## src/design/scs_pkg.sv

```systemverilog
// Shared constants, codes and control types of the shadow call stack checker.
// Depends on nothing; scs_ctrl, scs_datapath and the top level import it.
`default_nettype none

package scs_pkg;

  localparam int STACK_DEPTH = 64;
  localparam int PTR_W = (STACK_DEPTH > 1) ? $clog2(STACK_DEPTH) : 1;
  localparam int ADDR_W = 32;
  localparam int OP_W = 2;
  localparam int STATUS_W = 2;
  localparam int LEVEL_W = 6;
  localparam int COUNT_W = 7;

  localparam logic [OP_W-1:0] OP_ENTER = 2'd0;
  localparam logic [OP_W-1:0] OP_EXIT = 2'd1;
  localparam logic [OP_W-1:0] OP_DUMP = 2'd2;

  localparam logic [STATUS_W-1:0] ST_OK = 2'd0;
  localparam logic [STATUS_W-1:0] ST_FULL = 2'd1;
  localparam logic [STATUS_W-1:0] ST_MISMATCH = 2'd2;
  localparam logic [STATUS_W-1:0] ST_EMPTY = 2'd3;

  typedef struct packed {
    logic capture;
    logic exec;
    logic step;
  } cmd_t;

  typedef struct packed {
    logic op_is_dump;
    logic empty;
    logic dump_last;
  } stat_t;

endpackage

`default_nettype wire

```

## src/design/scs_ram.sv

```systemverilog
// Generic single-write, single-read RAM with a registered read port.
// Depends on nothing.
`default_nettype none

module scs_ram #(
  parameter int WIDTH = 32,
  parameter int DEPTH = 64,
  localparam int AW = (DEPTH > 1) ? $clog2(DEPTH) : 1
) (
  input  wire logic             clk,
  input  wire logic             we,
  input  wire logic [AW-1:0]    waddr,
  input  wire logic [WIDTH-1:0] wdata,
  input  wire logic [AW-1:0]    raddr,
  output logic      [WIDTH-1:0] rdata
);

  logic [WIDTH-1:0] mem [DEPTH];

  always_ff @(posedge clk) begin
    if (we) begin
      mem[waddr] <= wdata;
    end
    rdata <= mem[raddr];
  end

endmodule

`default_nettype wire

```

## src/design/scs_datapath.sv

```systemverilog
// Datapath of the shadow call stack checker: stack memory, entry count,
// dump level and registered result word. Depends on scs_pkg and scs_ram.
`default_nettype none

module scs_datapath
  import scs_pkg::*;
(
  input  wire logic                clk,
  input  wire logic                rst,
  input  wire cmd_t                cmd,
  input  wire logic [OP_W-1:0]     opcode,
  input  wire logic [ADDR_W-1:0]   func_addr,
  output stat_t                    stat,
  output logic                     strobe,
  output logic      [STATUS_W-1:0] status,
  output logic                     entry_valid,
  output logic      [ADDR_W-1:0]   entry_addr,
  output logic      [LEVEL_W-1:0]  entry_level,
  output logic      [COUNT_W-1:0]  stack_depth,
  output logic                     last
);

  logic [COUNT_W-1:0]  count;
  logic [COUNT_W-1:0]  count_next;
  logic [LEVEL_W-1:0]  level;
  logic [LEVEL_W-1:0]  level_next;
  logic [OP_W-1:0]     op_q;
  logic [ADDR_W-1:0]   addr_q;
  logic [ADDR_W-1:0]   rd_data;
  logic [PTR_W-1:0]    rd_addr;
  logic [COUNT_W-1:0]  rd_index;
  logic                we;
  logic                full;
  logic                empty;
  logic                dump_last;
  logic                dump_entry;
  logic                load;
  logic [STATUS_W-1:0] res_status;
  logic                res_valid;
  logic [ADDR_W-1:0]   res_addr;
  logic [LEVEL_W-1:0]  res_level;
  logic                res_last;

  assign full = (count == COUNT_W'(STACK_DEPTH));
  assign empty = (count == '0);
  assign dump_last = ({1'b0, level} == count - COUNT_W'(1));

  assign stat.op_is_dump = (op_q == OP_DUMP);
  assign stat.empty = empty;
  assign stat.dump_last = dump_last;

  assign dump_entry = cmd.step || (cmd.exec && (op_q == OP_DUMP) && !empty);

  always_comb begin
    if (cmd.capture) begin
      level_next = '0;
    end else if (dump_entry) begin
      level_next = level + LEVEL_W'(1);
    end else begin
      level_next = level;
    end
  end

  assign rd_index = count - COUNT_W'(1) - {1'b0, level_next};
  assign rd_addr = rd_index[PTR_W-1:0];

  always_comb begin
    count_next = count;
    we = 1'b0;
    load = 1'b0;
    res_status = ST_OK;
    res_valid = 1'b0;
    res_addr = '0;
    res_level = '0;
    res_last = 1'b1;
    if (dump_entry) begin
      load = 1'b1;
      res_valid = 1'b1;
      res_addr = {rd_data[ADDR_W-1:1], 1'b0};
      res_level = level;
      res_last = dump_last;
    end else if (cmd.exec) begin
      load = 1'b1;
      case (op_q)
        OP_ENTER: begin
          if (full) begin
            res_status = ST_FULL;
          end else begin
            we = 1'b1;
            count_next = count + COUNT_W'(1);
          end
        end
        OP_EXIT: begin
          if (empty) begin
            res_status = ST_EMPTY;
          end else if (rd_data != addr_q) begin
            res_status = ST_MISMATCH;
            res_valid = 1'b1;
            res_addr = rd_data;
          end else begin
            count_next = count - COUNT_W'(1);
          end
        end
        OP_DUMP: begin
          res_status = ST_EMPTY;
        end
        default: begin
          res_status = ST_OK;
        end
      endcase
    end
  end

  scs_ram #(
    .WIDTH(ADDR_W),
    .DEPTH(STACK_DEPTH)
  ) u_stack_ram (
    .clk  (clk),
    .we   (we),
    .waddr(count[PTR_W-1:0]),
    .wdata(addr_q),
    .raddr(rd_addr),
    .rdata(rd_data)
  );

  always_ff @(posedge clk) begin
    if (rst) begin
      count <= '0;
      strobe <= 1'b0;
    end else begin
      count <= count_next;
      strobe <= load;
    end
  end

  always_ff @(posedge clk) begin
    level <= level_next;
    if (cmd.capture) begin
      op_q <= opcode;
      addr_q <= func_addr;
    end
    if (load) begin
      status <= res_status;
      entry_valid <= res_valid;
      entry_addr <= res_addr;
      entry_level <= res_level;
      stack_depth <= count_next;
      last <= res_last;
    end
  end

`ifndef NO_ASSERTIONS
  a_count_bound: assert property (@(posedge clk) disable iff (rst)
    count <= COUNT_W'(STACK_DEPTH))
    else $error("entry count above stack depth");
  a_result_follows: assert property (@(posedge clk) disable iff (rst)
    (cmd.exec || cmd.step) |=> strobe)
    else $error("no result word after a work step");
  a_full_depth: assert property (@(posedge clk) disable iff (rst)
    strobe && status == ST_FULL |-> stack_depth == COUNT_W'(STACK_DEPTH))
    else $error("full reported below stack depth");
  a_empty_word: assert property (@(posedge clk) disable iff (rst)
    strobe && status == ST_EMPTY |-> stack_depth == '0 && !entry_valid)
    else $error("empty reported with entries held");
`endif

endmodule

`default_nettype wire

```

## config.mk

```make
export PLATFORM = sky130hd
export DESIGN_NAME = scs_datapath
export DESIGN_NICKNAME = d
export VERILOG_FILES = /design/src/design/scs_pkg.sv /design/src/design/scs_ram.sv /design/src/design/scs_datapath.sv
export SDC_FILE = /design/constraint.sdc
export NUM_CORES = 2
export LEC_CHECK = 0
export ABC_AREA = 0
export BUFFER_PORTS_ARGS = -buffer_cell sky130_fd_sc_hd__buf_2
export CELL_PAD_IN_SITES_DETAIL_PLACEMENT = 1
export CELL_PAD_IN_SITES_GLOBAL_PLACEMENT = 1
export CORE_UTILIZATION = 45
export CTS_BUF_LIST = sky130_fd_sc_hd__clkbuf_16
export DETAILED_ROUTE_END_ITERATION = 12
export GPL_TIMING_DRIVEN = 0
export PLACE_DENSITY_LB_ADDON = 0.1
export SLEW_MARGIN = 20
export SYNTH_ARGS = -nofsm -noshare
export SYNTH_HDL_FRONTEND = slang
export SYNTH_HIERARCHICAL = 1
export SYNTH_SLANG_ARGS = --single-unit
```

## constraint.sdc

```tcl
create_clock -name clk -period 9.2 [get_ports clk]
set_input_delay 1.84 -clock clk [delete_from_list [all_inputs] [get_ports clk]]
set_output_delay 1.84 -clock clk [all_outputs]
set_load 0.005 [all_outputs]
```

# Yosys cells after proc, flatten, opt, wreduce, memory -nomap -nowiden
# Memory sizes are Yosys's and may differ from the RTL's. A register that Yosys moved wholly into a read port is not among the register bits.
# Index checks and enable logic that the tools add are counted.
# word_totals
n_memories	1
word_cells	62
ramBits	2048
output_inout_bits	53
reg_bits	97
in_bits	39
# classes
n_eq_ne	5
bitwise	3
add_sub_neg	4
n_reduce_logical	8
mux	29
# mem_list
name	words	word_bits	rd	rd_clocked_by_memory_dff	wr	line	rtl
u_stack_ram.mem	64	32	1	1	1	scs_ram.sv:18	logic [WIDTH-1:0] mem [DEPTH];
# op_table
cell	n
$mux 32	5
$mux 7	5
$ne 32x32->1	1
$pmux 7 s2	1
$mux 1	13
$mux 6	2
$add 7x1->7 const B	1
$eq 6x7->1	1
$eq 7x7->1 const B	1
$logic_not 7->1	1
$sub 7x1->7 const B	1
$add 6x1->6 const B	1
$pmux 2 s3	1
$sub 6x6->6	1
$reduce_or 5->1	1
$mux 2	2
$not 1->1	3
$eq 2x1->1 const B	1
$eq 2x2->1 const B	1
$logic_and 1x1->1	2
$logic_not 2->1	1
$reduce_or 2->1	1
$logic_not 1->1	1
$logic_or 1x1->1	1

# Longest topological paths before layout
# logic_depth
depth_word	7
mapped_depth	22
ltp_nobuf	18

# Modules after synthesis
# Netlist, hierarchy kept.
# modules_own_cells
mod	area_each_um2	seq_area_each_um2	instances	cells_each
scs_ram	78515.3	62139.6	1	3324
scs_datapath	4606.9	2772.7	1	353

# Worst setup path after synthesis
# No wires, ideal clock.
# synth_path
path_type	in2reg
startpoint	input port cmd[0] in the netlist's numbering
endpoint	memory u_stack_ram.mem[49][0], enable pin
stages	7
setup_time_ns	0.461
arrival_ns	5.397
path_slack_ns	3.342
cell_sequence	buf_4 > nor4b_1 > o21ai_0 > inv_1 > nor2b_1 > nand4_1 > nor3_1
# synth_between
elab_chain_len	4
# synth_rtl
item	line	rtl
start, declared	scs_datapath.sv:10	input wire cmd_t cmd,
$logic_or 1x1->1	scs_datapath.sv:52	assign dump_entry = cmd.step || (cmd.exec && (op_q == OP_DUMP) && !empty);
$mux 1	scs_datapath.sv:76	if (dump_entry) begin
via we	scs_datapath.sv:32	logic we;
$mux 1	scs_ram.sv:21	if (we) begin
$mux 1 (not written as such)	scs_ram.sv:22	mem[waddr] <= wdata;
end, declared	scs_ram.sv:18	
# The timed path passes the listed nets, and every way through them passes these cells.

# Worst setup path in the final report
# layout_path
startpoint	register count[0]
endpoint	register u_stack_ram.rdata[13] (read register of u_stack_ram.mem)
# layout_between
elab_chain_len	7
word_cells_on_any_way	8
cone_classes	2 x add/sub; 2 x mux; 4 x reduce/logical
# layout_rtl
item	line	rtl
start, declared	scs_datapath.sv:23	logic [COUNT_W-1:0] count;
start signal, assigned	scs_datapath.sv:131	count <= count_next;
$logic_not 7->1	scs_datapath.sv:45	assign empty = (count == '0);
$logic_not 1->1	scs_datapath.sv:52	
$logic_and 1x1->1	scs_datapath.sv:52	
$logic_or 1x1->1	scs_datapath.sv:52	
$mux 6	scs_datapath.sv:57	end else if (dump_entry) begin
$mux 6	scs_datapath.sv:55	if (cmd.capture) begin
via level_next[0]	scs_datapath.sv:26	logic [LEVEL_W-1:0] level_next;
$sub 6x6->6	scs_datapath.sv:64	assign rd_index = count - COUNT_W'(1) - {1'b0, level_next};
via rd_index[1]	scs_datapath.sv:31	logic [COUNT_W-1:0] rd_index;
end, declared	scs_ram.sv:15	output logic [WIDTH-1:0] rdata
# The timed path passes the listed nets, and every way through them passes these cells.
# A chain may end at the register's enable or synchronous reset.

==> metrics.txt <==
net switching power 5.50 mW; placement-stage worst setup slack 0.684 ns; aggregate routed wire length 283000 um; NumNets Final 4287; detailed-routing iteration count for the pre-antenna-repair pass 5; count of max-cap constraint violations 0; pin slew with the least headroom to its limit 1.19 ns; Async S/R FF share, synth 0; number of enable-type register cells in the synthesized netlist 2131; shortest period the worst path allows 8.33 ns; Mapped Area 83100 um2; vias in the first global route 43886; fmax 120 MHz; result of the run finished, final reports clean; proportion of power drawn by flip-flops and latches 0.496; Combinational Power Share 0.110; H-tree depth 4; Min-Delay Path Class flip-flop to flip-flop; Post-Syn Area per Cell 22.6 um2; growth of design area from synthesis to finish 19.2%; post-detailed-placement half-perimeter wirelength 200000 um; CP arrival 9.02 ns; final critical-path setup slack 0.873 ns; syn nets 3725; DRC violation count after routing 0; fraction of post-synthesis cell area in the top cell type by area 0.770; die extent in y 432 um; CP endpoint kind flip-flop; worst rel slew slack 0.209; setup-violating endpoint count in the final report 0; areal power density over the cells 227 nW/um2; effective utilization at floorplan 0.454; clock share of power 0.394; most used cells in the layout excluding fill and tap cells edfxtp_1 (2131), mux4_2 (544), clkbuf_16 (227); crit path max fanout 15; number of placed I/O pins 92; number of input and output port buffers inserted 90; unrepaired setup endpoints after global routing no; Yosys cell types 67; total area of multi-input combinational cells 17700 um2; GRT Util Overall 0.307; share of total power consumed by net switching 0.244; Tcrit/Tclk final 0.905; maximum vdd drop 171 uV; most common cell after layout, fill and taps aside edfxtp_1; number of slew-limit violations in the final report 0; sequential share of the synthesized area 0.781; initial antenna violation count 16; Skew-Pair Late Insertion Delay 0.85 ns; clk slew on worst S/H paths 0.06 ns; top area cells in the synthesized netlist edfxtp_1 (77%), mux4_2 (15%), mux2i_1 (1.1%), dfxtp_1 (1.1%), nor2_1 (0.68%); data required time of the worst path 9.90 ns; Iteration-0 DRC Markers 6391; area of the die 186000 um2; cell type with the largest total area after synthesis edfxtp_1; area inside the core boundary 183000 um2; cell count after synthesis 3677; count of endpoints failing hold in the final timing report 0; post-CTS setup buffer count 0; leakage power total 32.4 nW; Seq. cell area 64900 um2; remaining global-route overflow 0; Final ANT Viol Nets 0; share of cells above drive strength 1 0.314; clock skew 0.0395 ns; category of the critical setup timing path flip-flop to flip-flop; Die Width 432 um; average routed wire per standard cell 41.1 um; number of sinks on the clock net 2177; CTS Root Buffer Type clkbuf_16; buffer depth of the longest clock path 3; CTS tree done; Final Total Pwr 22.5 mW; Fill cells 15645; internal power component 17.0 mW; flip-flop and latch count after synthesis 2177; count of hold-fix buffers inserted at cts 0; TritonCTS buffer count 221; Min Hold Slack 0.634 ns; Synth Warn # 6; wire length of the first global-routing pass 381000 um; number of vias after detailed routing 43841; startpoint type of the worst setup path flip-flop; final RePlAce weighted congestion 0.874; Row Count 157; CTS-repair resized insts 0; top_reg_cell synth edfxtp_1; detailed-route vias per instance 6.35; maximum number of pins on one net before global-route repair 37
==> power groups by stage <==
| stage | clock, mW | combinational (mW) | sequential [mW] |
|---|---|---|---|
| detailed placement | 0 | 2.46 | 11.4 |
| global placement | 0 | 2.11 | 11.6 |
| finish | 8.87 | 2.47 | 11.2 |
| global route | 9.29 | 2.54 | 11.2 |
| CTS | 8.98 | 2.47 | 11.2 |
| floorplan | 0 | 1.22 | 11.4 |
==> layout make-up <==
class                      count  share of cell area
timing repair buffer         339              0.0525
clock inverter               187              0.0146
antenna                        7            0.000177
tap                         2464              0.0311
sequential                  2177               0.655
inverter                      10            0.000379
clock buffer                 227              0.0573
multi-input combinational   1286               0.178
buffer                       204              0.0104
==> synth_stat cells, types with 9 or more instances <==
master,number
edfxtp_1,2131
mux4_2,544
nor2_1,151
mux2i_1,94
clkbuf_1,87
o22ai_1,84
a21oi_1,70
buf_2,58
dfxtp_1,46
xor2_1,41
nand2_1,32
a21boi_0,31
buf_4,30
o221ai_1,27
nor2b_1,25
buf_1,21
nor3_1,17
a22oi_1,13
nand3_1,11
inv_1,10
nand2b_1,10
a311oi_1,9
nor4_1,9
==> path summary, 6_finish.rpt <==
| path | startpoint | cells after the start | endpoint | slack, ns |
|---|---|---|---|---|
| setup / recovery | count[0]$_SDFF_PP0_ | 21 | u_stack_ram/rdata[13]$_DFF_P_ | 0.87 |
| hold / removal | level[5]$_DFF_P_ | 2 | level[5]$_DFF_P_ | 0.63 |
| setup reg to reg | count[0]$_SDFF_PP0_ | 21 | u_stack_ram/rdata[13]$_DFF_P_ | 0.87 |
| hold reg to reg | level[5]$_DFF_P_ | 2 | level[5]$_DFF_P_ | 0.63 |
==> sequential cells by signal, indices dropped and copies added, names as in the netlist <==
signal,cells
addr_q,32
entry_level,6
level,6
strobe,1
status,2
op_q,2
count,7
u_stack_ram/mem,2048
entry_valid,1
stack_depth,7
entry_addr,32
u_stack_ram/rdata,32
last,1
==> worst max-delay path, stage by stage, from the launching register on <==
cell and delay [ns]:
dfxtp_1 0.54, inv_1 0.14, ha_1 0.18, or3b_1 0.37
buf_6 0.15, o211a_4 0.28, nor2_2 0.34, buf_4 0.30
nor2b_1 0.09, nor3_1 0.40, ha_1 0.23, inv_1 0.06
fa_1 0.59, buf_2 0.39, buf_2 0.60, buf_2 0.55
buf_1 0.88, nand3b_1 0.63, o221ai_1 0.65, a21oi_1 0.09
a21oi_1 0.57, nor2_1 0.09
==> logic make-up after synthesis <==
logic type / count (synthesis) / share of synthesized area
simple gates: 307 / 0.0178
compound gates: 282 / 0.0229
fa+ha+maj: 9 / 0.00145
xor+xnor: 49 / 0.00549
flops: 2177 / 0.781
mux: 639 / 0.159
buf+inv: 214 / 0.0125
==> stage by stage <==
stage | cells | utilization | instance area (um2) | setup TNS [ns]
3_5_place_dp | 6480 | 0.502 | 91900 | 0
6_report | 6901 | 0.541 | 99100 | 0
2_1_floorplan | 3677 | - | 83100 | 0
4_1_cts | 6894 | 0.540 | 99100 | 0
3_3_place_gp | 6231 | 0.473 | 86700 | -134.14
5_1_grt | 6895 | 0.541 | 99100 | 0
==> layer usage <==
layer	routed length, um	global-route usage	share of wire	vias to the layer above
li1	-	-	-	16763
met2	133000	0.481	0.47	2416
met5	28	0	0.000099	-
met1	112000	0.426	0.40	24173
met4	13500	0.127	0.048	4
met3	24900	0.0559	0.088	485
Note: power is estimated with default switching activity, not from simulation.
